<file path="src/hw/rtl/icg_pkg.sv">
// ----------------------------------------------------------------------------
// icg_pkg
// Shared types and constants of the iteration color gradient.
// ----------------------------------------------------------------------------
package icg_pkg;

  localparam int COUNT_BITS_DEF    = 16;
  localparam int FRACTION_BITS_DEF = 16;
  localparam int LIMIT_BITS        = 16;
  localparam int CHAN_BITS         = 8;
  localparam int NUM_CHAN          = 3;
  localparam int NUM_STOPS         = 5;
  localparam int NUM_SEGS          = 4;
  localparam int RECIP_BITS        = 12;

  localparam logic [LIMIT_BITS-1:0] LIMIT_RESET = 16'd256;

  localparam int LANE_RED   = 0;
  localparam int LANE_GREEN = 1;
  localparam int LANE_BLUE  = 2;

  typedef logic [CHAN_BITS-1:0] chan_t;
  typedef logic [NUM_CHAN-1:0][CHAN_BITS-1:0] rgb_t;
  typedef logic [1:0] seg_t;
  typedef logic [2:0] stop_idx_t;

  localparam stop_idx_t LAST_STOP = stop_idx_t'(NUM_STOPS - 1);

  // packed as {blue, green, red}
  localparam rgb_t STOP_RGB [NUM_STOPS] = '{
    {8'd0,   8'd7,   8'd0},
    {8'd203, 8'd107, 8'd32},
    {8'd255, 8'd255, 8'd237},
    {8'd0,   8'd170, 8'd255},
    {8'd0,   8'd2,   8'd0}
  };

  typedef struct packed {
    logic valid;
    logic sat;
  } div_ctl_t;

endpackage

</file>
<file path="src/hw/rtl/icg_divider.sv">
// ----------------------------------------------------------------------------
// icg_divider
// Pipelined restoring divider: position = count * 2^FRACTION_BITS / limit,
// one quotient bit per stage; sat flag for count >= limit or a zero limit.
// ----------------------------------------------------------------------------
module icg_divider import icg_pkg::*; #(
  parameter int COUNT_BITS    = COUNT_BITS_DEF,
  parameter int FRACTION_BITS = FRACTION_BITS_DEF
) (
  input  logic                     clk,
  input  logic                     rst,
  input  logic                     adv,
  input  logic                     in_valid,
  input  logic [COUNT_BITS-1:0]    count,
  input  logic [LIMIT_BITS-1:0]    limit,
  output logic [FRACTION_BITS-1:0] pos,
  output div_ctl_t                 ctl
);

  localparam int CW = (COUNT_BITS > LIMIT_BITS) ? COUNT_BITS : LIMIT_BITS;

  logic [CW-1:0] cnt_w;
  logic [CW-1:0] lim_w;
  logic          sat_in;

  logic                     vld   [FRACTION_BITS+1];
  logic                     sat   [FRACTION_BITS+1];
  logic [LIMIT_BITS-1:0]    rem   [FRACTION_BITS+1];
  logic [FRACTION_BITS-1:0] quo   [FRACTION_BITS+1];
  logic [LIMIT_BITS:0]      trial [FRACTION_BITS+1];
  logic                     fits  [FRACTION_BITS+1];

  assign cnt_w  = CW'(count);
  assign lim_w  = CW'(limit);
  assign sat_in = (limit == '0) || (cnt_w >= lim_w);

  always_comb begin
    trial[0] = '0;
    fits[0]  = 1'b0;
    for (int i = 1; i <= FRACTION_BITS; i++) begin
      trial[i] = {rem[i-1], 1'b0};
      fits[i]  = trial[i] >= {1'b0, limit};
    end
  end

  always_ff @(posedge clk) begin
    if (rst) begin
      for (int i = 0; i <= FRACTION_BITS; i++) begin
        vld[i] <= 1'b0;
      end
    end else if (adv) begin
      vld[0] <= in_valid;
      for (int i = 1; i <= FRACTION_BITS; i++) begin
        vld[i] <= vld[i-1];
      end
    end
  end

  always_ff @(posedge clk) begin
    if (adv) begin
      sat[0] <= sat_in;
      rem[0] <= cnt_w[LIMIT_BITS-1:0];
      quo[0] <= '0;
      for (int i = 1; i <= FRACTION_BITS; i++) begin
        sat[i] <= sat[i-1];
        rem[i] <= fits[i] ? LIMIT_BITS'(trial[i] - {1'b0, limit})
                          : trial[i][LIMIT_BITS-1:0];
        quo[i] <= {quo[i-1][FRACTION_BITS-2:0], fits[i]};
      end
    end
  end

  assign pos       = quo[FRACTION_BITS];
  assign ctl.valid = vld[FRACTION_BITS];
  assign ctl.sat   = sat[FRACTION_BITS];

endmodule

</file>
<file path="src/hw/rtl/icg_blend.sv">
// ----------------------------------------------------------------------------
// icg_blend
// Segment select and per-channel linear interpolation; division by the
// segment width is a reciprocal multiply with a single correction step.
// ----------------------------------------------------------------------------
module icg_blend import icg_pkg::*; #(
  parameter int FRACTION_BITS = FRACTION_BITS_DEF
) (
  input  logic                     clk,
  input  logic                     rst,
  input  logic                     adv,
  input  logic [FRACTION_BITS-1:0] pos,
  input  div_ctl_t                 ctl,
  output logic                     color_valid,
  output rgb_t                     color
);

  localparam int FW = FRACTION_BITS;
  localparam int NW = FW + CHAN_BITS;
  localparam int PW = NW + RECIP_BITS;

  localparam logic [FW-1:0] BRK [NUM_STOPS] = '{
    '0,
    FW'(((64'd16   << FW) + 64'd50)   / 64'd100),
    FW'(((64'd42   << FW) + 64'd50)   / 64'd100),
    FW'(((64'd6425 << FW) + 64'd5000) / 64'd10000),
    FW'(((64'd8575 << FW) + 64'd5000) / 64'd10000)
  };

  localparam logic [FW-1:0] SEG_W [NUM_SEGS] = '{
    BRK[1] - BRK[0], BRK[2] - BRK[1], BRK[3] - BRK[2], BRK[4] - BRK[3]
  };

  localparam logic [RECIP_BITS-1:0] RECIP [NUM_SEGS] = '{
    RECIP_BITS'((64'd1 << NW) / 64'(SEG_W[0])),
    RECIP_BITS'((64'd1 << NW) / 64'(SEG_W[1])),
    RECIP_BITS'((64'd1 << NW) / 64'(SEG_W[2])),
    RECIP_BITS'((64'd1 << NW) / 64'(SEG_W[3]))
  };

  // stage 1: segment, offset, endpoints
  seg_t          seg_c;
  logic          last_c;
  logic [FW-1:0] d_c;
  stop_idx_t     from_idx;
  stop_idx_t     to_idx;
  chan_t         s_c   [NUM_CHAN];
  chan_t         mag_c [NUM_CHAN];
  logic          neg_c [NUM_CHAN];

  logic          v1, v2, v3, v4, v5, v6;
  seg_t          seg1, seg2, seg3, seg4, seg5;
  logic          last1, last2, last3, last4, last5;
  logic [FW-1:0] d1;
  chan_t         s1 [NUM_CHAN], s2 [NUM_CHAN], s3 [NUM_CHAN], s4 [NUM_CHAN], s5 [NUM_CHAN];
  logic          n1 [NUM_CHAN], n2 [NUM_CHAN], n3 [NUM_CHAN], n4 [NUM_CHAN], n5 [NUM_CHAN];
  chan_t         mag1 [NUM_CHAN];
  logic [NW-1:0] num2 [NUM_CHAN];
  logic [NW-1:0] num3 [NUM_CHAN];
  logic [NW-1:0] num4 [NUM_CHAN];
  chan_t         qe4  [NUM_CHAN];
  chan_t         qe5  [NUM_CHAN];
  logic [FW:0]   r5   [NUM_CHAN];
  rgb_t          col6;

  logic [PW-1:0] prod_c [NUM_CHAN];
  logic [NW-1:0] rem_c  [NUM_CHAN];
  chan_t         q_c    [NUM_CHAN];
  logic [CHAN_BITS:0] sum_c [NUM_CHAN];
  rgb_t          col_c;
  logic          wrap_any;
  logic          rem_ok;

  always_comb begin
    if (pos < BRK[1]) begin
      seg_c = 2'd0;
    end else if (pos < BRK[2]) begin
      seg_c = 2'd1;
    end else if (pos < BRK[3]) begin
      seg_c = 2'd2;
    end else begin
      seg_c = 2'd3;
    end
    last_c   = ctl.sat || (pos >= BRK[4]);
    from_idx = {1'b0, seg_c};
    to_idx   = from_idx + 3'd1;
    d_c      = last_c ? '0 : pos - BRK[from_idx];
    for (int l = 0; l < NUM_CHAN; l++) begin
      s_c[l]   = STOP_RGB[from_idx][l];
      neg_c[l] = STOP_RGB[to_idx][l] < STOP_RGB[from_idx][l];
      mag_c[l] = neg_c[l] ? STOP_RGB[from_idx][l] - STOP_RGB[to_idx][l]
                          : STOP_RGB[to_idx][l] - STOP_RGB[from_idx][l];
    end
  end

  always_comb begin
    wrap_any = 1'b0;
    rem_ok   = 1'b1;
    for (int l = 0; l < NUM_CHAN; l++) begin
      prod_c[l] = PW'(num3[l]) * PW'(RECIP[seg3]);
      rem_c[l]  = num4[l] - NW'(qe4[l]) * NW'(SEG_W[seg4]);
      q_c[l]    = qe5[l] + CHAN_BITS'(r5[l] >= {1'b0, SEG_W[seg5]});
      sum_c[l]  = n5[l] ? {1'b0, s5[l]} - {1'b0, q_c[l]}
                        : {1'b0, s5[l]} + {1'b0, q_c[l]};
      col_c[l]  = last5 ? STOP_RGB[LAST_STOP][l] : sum_c[l][CHAN_BITS-1:0];
      wrap_any  = wrap_any | sum_c[l][CHAN_BITS];
      rem_ok    = rem_ok & ((FW+2)'(r5[l]) < ((FW+2)'(SEG_W[seg5]) << 1));
    end
  end

  always_ff @(posedge clk) begin
    if (rst) begin
      {v1, v2, v3, v4, v5, v6} <= '0;
    end else if (adv) begin
      {v1, v2, v3, v4, v5, v6} <= {ctl.valid, v1, v2, v3, v4, v5};
    end
  end

  always_ff @(posedge clk) begin
    if (adv) begin
      seg1  <= seg_c;
      last1 <= last_c;
      d1    <= d_c;
      seg2  <= seg1;
      last2 <= last1;
      seg3  <= seg2;
      last3 <= last2;
      seg4  <= seg3;
      last4 <= last3;
      seg5  <= seg4;
      last5 <= last4;
      for (int l = 0; l < NUM_CHAN; l++) begin
        s1[l]   <= s_c[l];
        n1[l]   <= neg_c[l];
        mag1[l] <= mag_c[l];
        s2[l]   <= s1[l];
        n2[l]   <= n1[l];
        num2[l] <= NW'(mag1[l]) * NW'(d1);
        s3[l]   <= s2[l];
        n3[l]   <= n2[l];
        num3[l] <= num2[l] + (n2[l] ? NW'(SEG_W[seg2] - 1'b1) : '0);
        s4[l]   <= s3[l];
        n4[l]   <= n3[l];
        num4[l] <= num3[l];
        qe4[l]  <= prod_c[l][NW +: CHAN_BITS];
        s5[l]   <= s4[l];
        n5[l]   <= n4[l];
        qe5[l]  <= qe4[l];
        r5[l]   <= rem_c[l][FW:0];
      end
      col6 <= col_c;
    end
  end

  assign color_valid = v6;
  assign color       = col6;

`ifndef NO_ASSERTIONS
  a_rem_bound: assert property (@(posedge clk) disable iff (rst)
    (v5 && !last5) |-> rem_ok)
    else $error("reciprocal estimate off by more than one");

  a_no_wrap: assert property (@(posedge clk) disable iff (rst)
    (v5 && !last5) |-> !wrap_any)
    else $error("interpolated channel left 8-bit range");
`endif

endmodule

</file>
<file path="src/hw/rtl/icg_skid.sv">
// ----------------------------------------------------------------------------
// icg_skid
// Output register with one spare entry, so the pipeline can still hand over
// one more beat after the output stalls.
// ----------------------------------------------------------------------------
module icg_skid import icg_pkg::*; (
  input  logic clk,
  input  logic rst,
  input  logic in_valid,
  output logic room,
  input  rgb_t in_data,
  output logic out_valid,
  input  logic out_stall,
  output rgb_t out_data
);

  logic spare_valid;
  rgb_t spare;
  logic take;
  logic give;

  assign room = !spare_valid;
  assign take = in_valid && room;
  assign give = out_valid && !out_stall;

  always_ff @(posedge clk) begin
    if (rst) begin
      out_valid   <= 1'b0;
      spare_valid <= 1'b0;
    end else if (take) begin
      if (out_valid && out_stall) begin
        spare_valid <= 1'b1;
      end else begin
        out_valid <= 1'b1;
      end
    end else if (give) begin
      if (spare_valid) begin
        spare_valid <= 1'b0;
      end else begin
        out_valid <= 1'b0;
      end
    end
  end

  always_ff @(posedge clk) begin
    if (take) begin
      if (out_valid && out_stall) begin
        spare <= in_data;
      end else begin
        out_data <= in_data;
      end
    end else if (give && spare_valid) begin
      out_data <= spare;
    end
  end

`ifndef NO_ASSERTIONS
  a_spare_behind_out: assert property (@(posedge clk) disable iff (rst)
    spare_valid |-> out_valid)
    else $error("spare entry held without an output beat");

  a_spare_drains: assert property (@(posedge clk) disable iff (rst)
    (spare_valid && !out_stall) |=> !spare_valid)
    else $error("spare entry not drained");
`endif

endmodule

</file>
<file path="src/hw/rtl/iteration_color_gradient_top.sv">
// ----------------------------------------------------------------------------
// iteration_color_gradient_top
// Maps an escape-iteration count to an RGB color on a five-stop gradient.
// ----------------------------------------------------------------------------
// Takes one beat per cycle while in_stall is low and returns one color per
// beat, in order. The position count/limit comes from a restoring divider
// with one quotient bit per stage. A beat passes 1 entry stage,
// FRACTION_BITS divider stages, 6 interpolation stages and the output
// register. The output register has a spare entry; in_stall rises only once
// both are full. A count at or above iteration_limit, or a zero limit, gives
// the last stop. Write iteration_limit only while the block is empty.
module iteration_color_gradient_top import icg_pkg::*; #(
  parameter int COUNT_BITS    = COUNT_BITS_DEF,
  parameter int FRACTION_BITS = FRACTION_BITS_DEF
) (
  input  logic                  clk,
  input  logic                  rst,
  input  logic                  config_we,
  input  logic [LIMIT_BITS-1:0] config_data,
  input  logic                  in_valid,
  output logic                  in_stall,
  input  logic [COUNT_BITS-1:0] iteration_count,
  output logic                  out_valid,
  input  logic                  out_stall,
  output logic [CHAN_BITS-1:0]  red,
  output logic [CHAN_BITS-1:0]  green,
  output logic [CHAN_BITS-1:0]  blue
);

  logic [LIMIT_BITS-1:0]    iteration_limit;
  logic                     adv;
  logic [FRACTION_BITS-1:0] pos;
  div_ctl_t                 div_ctl;
  logic                     color_valid;
  rgb_t                     color;
  rgb_t                     out_rgb;

  always_ff @(posedge clk) begin
    if (rst) begin
      iteration_limit <= LIMIT_RESET;
    end else if (config_we) begin
      iteration_limit <= config_data;
    end
  end

  assign in_stall = !adv;

  icg_divider #(
    .COUNT_BITS    (COUNT_BITS),
    .FRACTION_BITS (FRACTION_BITS)
  ) u_divider (
    .clk      (clk),
    .rst      (rst),
    .adv      (adv),
    .in_valid (in_valid),
    .count    (iteration_count),
    .limit    (iteration_limit),
    .pos      (pos),
    .ctl      (div_ctl)
  );

  icg_blend #(
    .FRACTION_BITS (FRACTION_BITS)
  ) u_blend (
    .clk         (clk),
    .rst         (rst),
    .adv         (adv),
    .pos         (pos),
    .ctl         (div_ctl),
    .color_valid (color_valid),
    .color       (color)
  );

  icg_skid u_skid (
    .clk       (clk),
    .rst       (rst),
    .in_valid  (color_valid),
    .room      (adv),
    .in_data   (color),
    .out_valid (out_valid),
    .out_stall (out_stall),
    .out_data  (out_rgb)
  );

  assign red   = out_rgb[LANE_RED];
  assign green = out_rgb[LANE_GREEN];
  assign blue  = out_rgb[LANE_BLUE];

endmodule
</file>
<file path="config.mk">
export PLATFORM = sky130hd
export DESIGN_NAME = iteration_color_gradient_top
export DESIGN_NICKNAME = d
export VERILOG_FILES = /design/src/hw/rtl/icg_pkg.sv /design/src/hw/rtl/icg_divider.sv /design/src/hw/rtl/icg_blend.sv /design/src/hw/rtl/icg_skid.sv /design/src/hw/rtl/iteration_color_gradient_top.sv
export SDC_FILE = /design/constraint.sdc
export NUM_CORES = 2
export LEC_CHECK = 0
export BUFFER_PORTS_ARGS = -buffer_cell sky130_fd_sc_hd__buf_2
export CAP_MARGIN = 20
export CORE_MARGIN = 2
export CORE_UTILIZATION = 50
export CTS_BUF_LIST = sky130_fd_sc_hd__clkbuf_4
export CTS_CLUSTER_DIAMETER = 40
export DETAILED_ROUTE_END_ITERATION = 16
export PLACE_DENSITY = 0.66
export SLEW_MARGIN = 10
export SYNTH_ARGS = -nofsm -noshare
export SYNTH_HDL_FRONTEND = slang
export SYNTH_SLANG_ARGS = --single-unit
export TNS_END_PERCENT = 50
</file>
<file path="constraint.sdc">
create_clock -name clk -period 15.45 [get_ports clk]
set_input_delay 4.635 -clock clk [delete_from_list [all_inputs] [get_ports clk]]
set_output_delay 4.635 -clock clk [all_outputs]
set_load 0.02 [all_outputs]
</file>
Word-level counts from Yosys, hierarchy flattened. Memories as Yosys holds them, arrays and structs flattened. A register that Yosys moved wholly into a read port is not among the register bits. Index checks and enable logic that the tools add are counted.

Register bits: 126. Memory bits (writable): 1052. Memory bits (read-only): 512. Input port bits: 37. Output and inout port bits: 26. Word-level logic and storage cells: 254. Memories: 24.

Memories: u_divider.quo (depth 17, bits a word 16, read ports 17, clocked after Yosys merged registers in 0, write ports 17, line icg_divider.sv:29) `logic [FRACTION_BITS-1:0] quo [FRACTION_BITS+1];`; u_divider.rem (depth 17, bits a word 16, read ports 16, clocked after Yosys merged registers in 0, write ports 17, line icg_divider.sv:28) `logic [LIMIT_BITS-1:0] rem [FRACTION_BITS+1];`; (name not given) (depth 8, bits a word 24, read ports 1, clocked after Yosys merged registers in 0, write ports 0, line icg_blend.sv:90) `neg_c[l] = STOP_RGB[to_idx][l] < STOP_RGB[from_idx][l];`; (name not given) (depth 8, bits a word 24, read ports 1, clocked after Yosys merged registers in 0, write ports 0, line icg_blend.sv:89) `s_c[l] = STOP_RGB[from_idx][l];`; (name not given) (depth 8, bits a word 16, read ports 1, clocked after Yosys merged registers in 0, write ports 0, line icg_blend.sv:87) `d_c = last_c ? '0 : pos - BRK[from_idx];`; u_blend.num2 (depth 3, bits a word 24, read ports 3, clocked after Yosys merged registers in 0, write ports 3, line icg_blend.sv:58) `logic [NW-1:0] num2 [NUM_CHAN];`; 18 more memories.

Add/subtract/negate cells: 40. $mul: 9. Order comparisons: 33. Equality and inequality tests: 3. Multiplexer cells: 78. Bitwise operators: 23. Reduce and logical (&&, ||, !) cells: 16.

Operators by type and width (count): two-way mux 16 bit (24); greater-or-equal comparator 17 x 16 -> 1 bit (19); subtractor 16 bit (17); two-way mux 24 bit (10); binary-select mux 16 bit (select 2 bit) (3); multiplier 24 x 12 -> 32 bit (3); adder 24 bit (3); multiplier 8 x 16 -> 24 bit (3); subtractor 8 bit (9); multiplier 8 x 16 -> 17 bit (3); subtractor 17 bit (3); two-way mux 8 bit (6); two-way mux 1 bit (30); adder 8 x 1 -> 8 bit (3); adder 8 bit (3); binary-select mux 12 bit (select 2 bit) (1); less-than comparator 8 bit (3); two-way mux 12 bit (2); bitwise OR 1 bit (17); subtractor 16 x 1 -> 17 bit (second input constant) (1); greater-or-equal comparator 16 bit (1); greater-or-equal comparator 16 bit (second input constant) (1); logical NOT 16 bit (1); less-than comparator 16 x 14 -> 1 bit (second input constant) (1); 16 further kinds (35).

Depth between registers and ports, before layout. An unclocked memory read counts as a cell.

Depth in word-level cells: 12. Mapped depth: 28. Gate-level depth less buffers: 26.

Modules after synthesis. From an unflattened synthesis, not the netlist that was laid out.

Cell total of the unflattened synthesis: 8223. Area, all modules: 88462.3 sq um.

Modules (own cells, without submodules): icg_blend (instances 1, cells each 5714, area each 58763.9 sq um, sequential area each 11591.1 sq um); icg_divider (instances 1, cells each 2368, area each 27183.6 sq um, sequential area each 12792.3 sq um); icg_skid (instances 1, cells each 88, area each 1929.4 sq um, sequential area each 1481.4 sq um); iteration_color_gradient_top (instances 1, cells each 53, area each 585.6 sq um, sequential area each 320.3 sq um).

Worst setup path after synthesis. No wires, ideal clock.

Path type: register to register. Start: register u_skid.spare_valid. End: register u_blend.col6, in the netlist u_blend.color[0] (enable). Setup time: 1.133 ns. Arrival time: 15.891 ns. Required time: 14.317 ns. Setup slack: -1.573 ns. Cell stages (with the launch flop): 3. Path buffers: 1. Clock period less this slack: 17.023 ns. Cell sequence: dfxtp_1 > buf_1 > inv_1.

RTL lines: from (decl) (line icg_skid.sv:17) `logic spare_valid;`; from (signal assigned) (line icg_skid.sv:29) `spare_valid <= 1'b0;`; from (signal assigned) (line icg_skid.sv:32) `spare_valid <= 1'b1;`; from (signal assigned) (line icg_skid.sv:38) `spare_valid <= 1'b0;`; to (signal assigned) (line icg_blend.sv:151) `col6 <= col_c;`; to (decl) (line icg_blend.sv:64) `rgb_t col6;`.

No word-level cell between the ends.

==> Flow_metrics.wiki <==
{| class="wikitable"
! Metric !! Value
|-
| Result of the run || finished, final reports clean
|-
| Crit path buffers/inverters || 6
|-
| Clock Root Buffer || sky130_fd_sc_hd__clkbuf_4
|-
| Buffers inserted during post-CTS setup optimization || 0
|-
| Cell at the slowest stage of the critical path || sky130_fd_sc_hd__ha_2
|-
| CP arrival || ~9 ns
|-
| Sink count of the clock tree || between 800 and 900
|-
| Maximum buffer depth of the clock tree || 3
|-
| Transition time of the tightest slew-check pin || ~1.1 ns
|-
| Post-synthesis register bit count || approximately 900
|-
| Final setup fails || 0
|-
| CTS tree || yes
|-
| Worst path required time || between 15 and 20 ns
|-
| Cell-by-cell listing of the critical path || buf_4, buf_4, ha_2, buf_4, nand2_1, fa_1, inv_1, fa_1, fa_1, fa_1, inv_1, fa_1, inv_1, ha_1, a21o_1, a211oi_1, or2_2, o2111ai_1, a221oi_1, o21ai_1, nor4_1, nor3_1, xnor3_1
|-
| Pin count of the biggest net entering global routing || around 160
|-
| # rows || ~150
|-
| Total Die Area || 0.178 mm²
|-
| Clock latency on the worst-skew pair || about 1.3 ns
|-
| Global-route usage over all layers || a little under a quarter
|-
| Vias in the first global route || roughly 61,000
|-
| Final count of pins violating max slew || 0
|-
| Avg Cell Area, Syn || between 10 and 15 µm²
|-
| Kind of end point of the critical path || flop
|-
| Min-Delay Path Class || flop to flop
|-
| Unique masters post-synth || 87
|-
| Synth-to-layout area growth || 7.06%
|-
| Routed length on met3 || between 9000 and 10,000 µm
|-
| Initial core utilization || 50.3%
|-
| Vias per std cell || 5.35
|-
| Peak per-stage delay on the critical path || about 0.7 ns
|-
| Asr flop ratio synth || 0%
|-
| Wire per inst || between 15 and 20 µm
|-
| Unrepaired setup endpoints after global routing || false
|-
| Number of standard cells after synthesis || 8,183
|-
| Total detailed-routing wirelength || 198,000 µm
|-
| Count of flip-flops with a built-in enable after synthesis || ~860
|-
| Final period util || about 52%
|-
| Headroom to the max-slew limit || between 20 and 25%
|-
| Layout cells sized above 1 || approximately 7.7%
|-
| Fraction of synthesized cell area taken by the top area cell type || approximately 30%
|-
| Nature of the critical path startpoint || flop
|-
| Maximum fanout along the worst path || 52
|-
| Max Used Layer || met4
|-
| Final worst path period need || just over 8 ns
|-
| Post_cts resized || 0
|-
| Fin. Hold Viols || 0
|-
| Total standard cell area after synthesis || 0.0875 mm²
|-
| Clock-pin slew on the worst setup and hold paths || approximately 0.070 ns
|-
| # hold bufs at CTS || 0
|-
| Family with the most delay on the worst path || adder cells
|-
| Top post-synthesis cells by area || sky130_fd_sc_hd__edfxtp_1 29%, sky130_fd_sc_hd__fa_1 25%, sky130_fd_sc_hd__ha_1 12%, sky130_fd_sc_hd__inv_1 6.4%, sky130_fd_sc_hd__xnor2_1 3.3%
|-
| Share of the yosys chip area belonging to registers || between 20 and 30%
|-
| Post-synth top area cell || sky130_fd_sc_hd__edfxtp_1
|-
| Most frequent standard cell in the layout excluding fill and tap cells || sky130_fd_sc_hd__inv_1
|-
| Max Fclk || 124 MHz
|-
| Remaining global-route overflow || 0
|-
| First-pass iteration count of the detailed router || 6
|-
| Floorplan die height || around 420 µm
|-
| Count of nets left with antenna violations after detail routing || 0
|-
| Total half-perimeter wirelength after legalization and detailed placement || approximately 160,000 µm
|-
| Category of the critical setup timing path || flop to flop
|-
| Placeable core area || about 0.17 mm²
|-
| Number of max-cap violations || 0
|-
| Setup total negative slack || 0 ns
|-
| Initial antenna violation count || 5
|-
| Wire length of the first global-routing pass || 324,000 µm
|-
| Commonest cells after routing, fill and taps aside || 1,485 x sky130_fd_sc_hd__inv_1, 1,089 x sky130_fd_sc_hd__fa_1, 856 x sky130_fd_sc_hd__edfxtp_1
|-
| Length of routed met2 wiring || about 96,000 µm
|-
| Overall via count from detail_route || a little under 60,000
|-
| Fin nets || around 10,000
|-
| Predominant post-synthesis flop cell || sky130_fd_sc_hd__edfxtp_1
|-
| Most repeated library cell on the critical path || sky130_fd_sc_hd__fa_1
|-
| Inserted Clock Buffers || approximately 230
|-
| Post-route DRC || 0
|-
| Number of top-level pins || 63
|-
| Final estimated routing congestion in global placement || between 0.9 and 1
|-
| Number of levels in the clock H-tree || 4
|-
| Chip Width || roughly 420 µm
|-
| Quantity of I/O buffers inserted on ports || 62
|-
| Drt first-iter violations || between 3,000 and 4,000
|-
| Synth Warn # || 0
|-
| Worst-case clock skew || about 0.11 ns
|-
| Met1 WL || between 80,000 and 90,000 µm
|}
## state kept, by name (all words and copies together) (netlist names), 24 cells and up
register         cells
u_skid.out_data     24
u_blend.num2        72
u_blend.qe5         24
u_blend.color       24
u_blend.qe4         24
u_divider.rem      256
u_blend.r5          51
u_blend.num4        51
u_divider.quo      136
u_blend.num3        72
u_skid.spare        24
## worst register-to-register path: cells and delay by family (launching register included)
kind / cells / cell delay, ns
xor+xnor: 1 / 0.19
fa+ha+maj: 7 / 3.51
simple gates: 4 / 0.67
flops: 1 / 0.32
buf+inv: 6 / 1.77
compound gates: 5 / 1.35
## stage by stage
| step | hold WS, ns | instances | cell area, µm² | worst slack [ns] | util [%] |
|---|---|---|---|---|---|
| after floorplan | 0.400 | 8184 | 87500 | 2.00 | - |
| after global routing | 0.347 | 10900 | 93600 | 7.07 | 53.9 |
| after global placement | 0.400 | 10500 | 90400 | 7.74 | 52.0 |
| final | 0.330 | 10900 | 93600 | 7.39 | 53.9 |
| after detailed placement | 0.405 | 10500 | 90400 | 7.50 | 52.0 |
| after CTS | 0.304 | 10900 | 93600 | 7.44 | 53.8 |
## final timing paths
| kind | slack [ns] | start | depth (start not counted) | endpoint |
|---|---|---|---|---|
| setup / recovery | 7.39 | u_blend.seg3[0] | 23 | u_blend.qe4[0][23] |
| hold / removal | 0.33 | u_divider.quo[0][116] | 0 | u_divider.quo[0][133] |
| setup reg to reg | 7.39 | u_blend.seg3[0] | 23 | u_blend.qe4[0][23] |
| hold reg to reg | 0.33 | u_divider.quo[0][116] | 0 | u_divider.quo[0][133] |
## cells by family (layout without fill, tap and decap cells)
logic type	Yosys count	in the layout	share of synthesized area, %
AO/OA/AOI/OAI	1069	1069	7.82
adder cells (fa/ha/maj)	1940	1940	37.1
other	2	14	0.00859
XOR/XNOR	479	479	4.83
AND/OR/NAND/NOR	2026	2026	11.4
multiplexers	136	136	1.73
buffers and inverters	1651	2013	7.17
flip-flops	880	880	29.9
## cell usage after synthesis (14+ instances only)
cell type                  instances
sky130_fd_sc_hd__nor4_1           25
sky130_fd_sc_hd__nand2b_1         96
sky130_fd_sc_hd__nor3_1          117
sky130_fd_sc_hd__nand4_1          35
sky130_fd_sc_hd__edfxtp_1        856
sky130_fd_sc_hd__mux2_2          107
sky130_fd_sc_hd__o211ai_1         28
sky130_fd_sc_hd__xor2_1          143
sky130_fd_sc_hd__or3_1            36
sky130_fd_sc_hd__fa_1           1089
sky130_fd_sc_hd__nor2_1          437
sky130_fd_sc_hd__mux2i_1          25
sky130_fd_sc_hd__clkbuf_1        124
sky130_fd_sc_hd__xnor2_1         334
sky130_fd_sc_hd__o31ai_1          29
sky130_fd_sc_hd__a21o_1           93
sky130_fd_sc_hd__nor2b_1         252
sky130_fd_sc_hd__buf_2            25
sky130_fd_sc_hd__nand2_1         545
sky130_fd_sc_hd__and2_1          240
sky130_fd_sc_hd__o21bai_1         39
sky130_fd_sc_hd__a31oi_1          30
sky130_fd_sc_hd__a31o_2           14
sky130_fd_sc_hd__a211oi_1         34
sky130_fd_sc_hd__ha_1            849
sky130_fd_sc_hd__o21ai_0         175
sky130_fd_sc_hd__a21boi_0         19
sky130_fd_sc_hd__nand3_1         121
sky130_fd_sc_hd__a21oi_1         396
sky130_fd_sc_hd__and3_1           66
sky130_fd_sc_hd__inv_1          1487
sky130_fd_sc_hd__o21a_1           75
sky130_fd_sc_hd__or2_2            21
sky130_fd_sc_hd__dfxtp_1          24
## layer usage
metal,vias to the layer above,GRT usage (%)
met2,1356,38.2
met4,0,6.48
met1,29100,30.9
met3,327,3.15
li1,27500,-
met5,-,0
## cell type report
type,count,area (µm²)
diodes,11,27.5
clock buffers,317,2380
well taps,2325,2910
multi-input cells,5653,55100
flip-flops and latches,880,26200
fillers,15300,80200
clock inverters,97,788
repair buffers,109,691
inverters,1490,5600
Power is not shown: default switching activity piles up to over one toggle a cycle in this logic, so the estimate is an artifact.
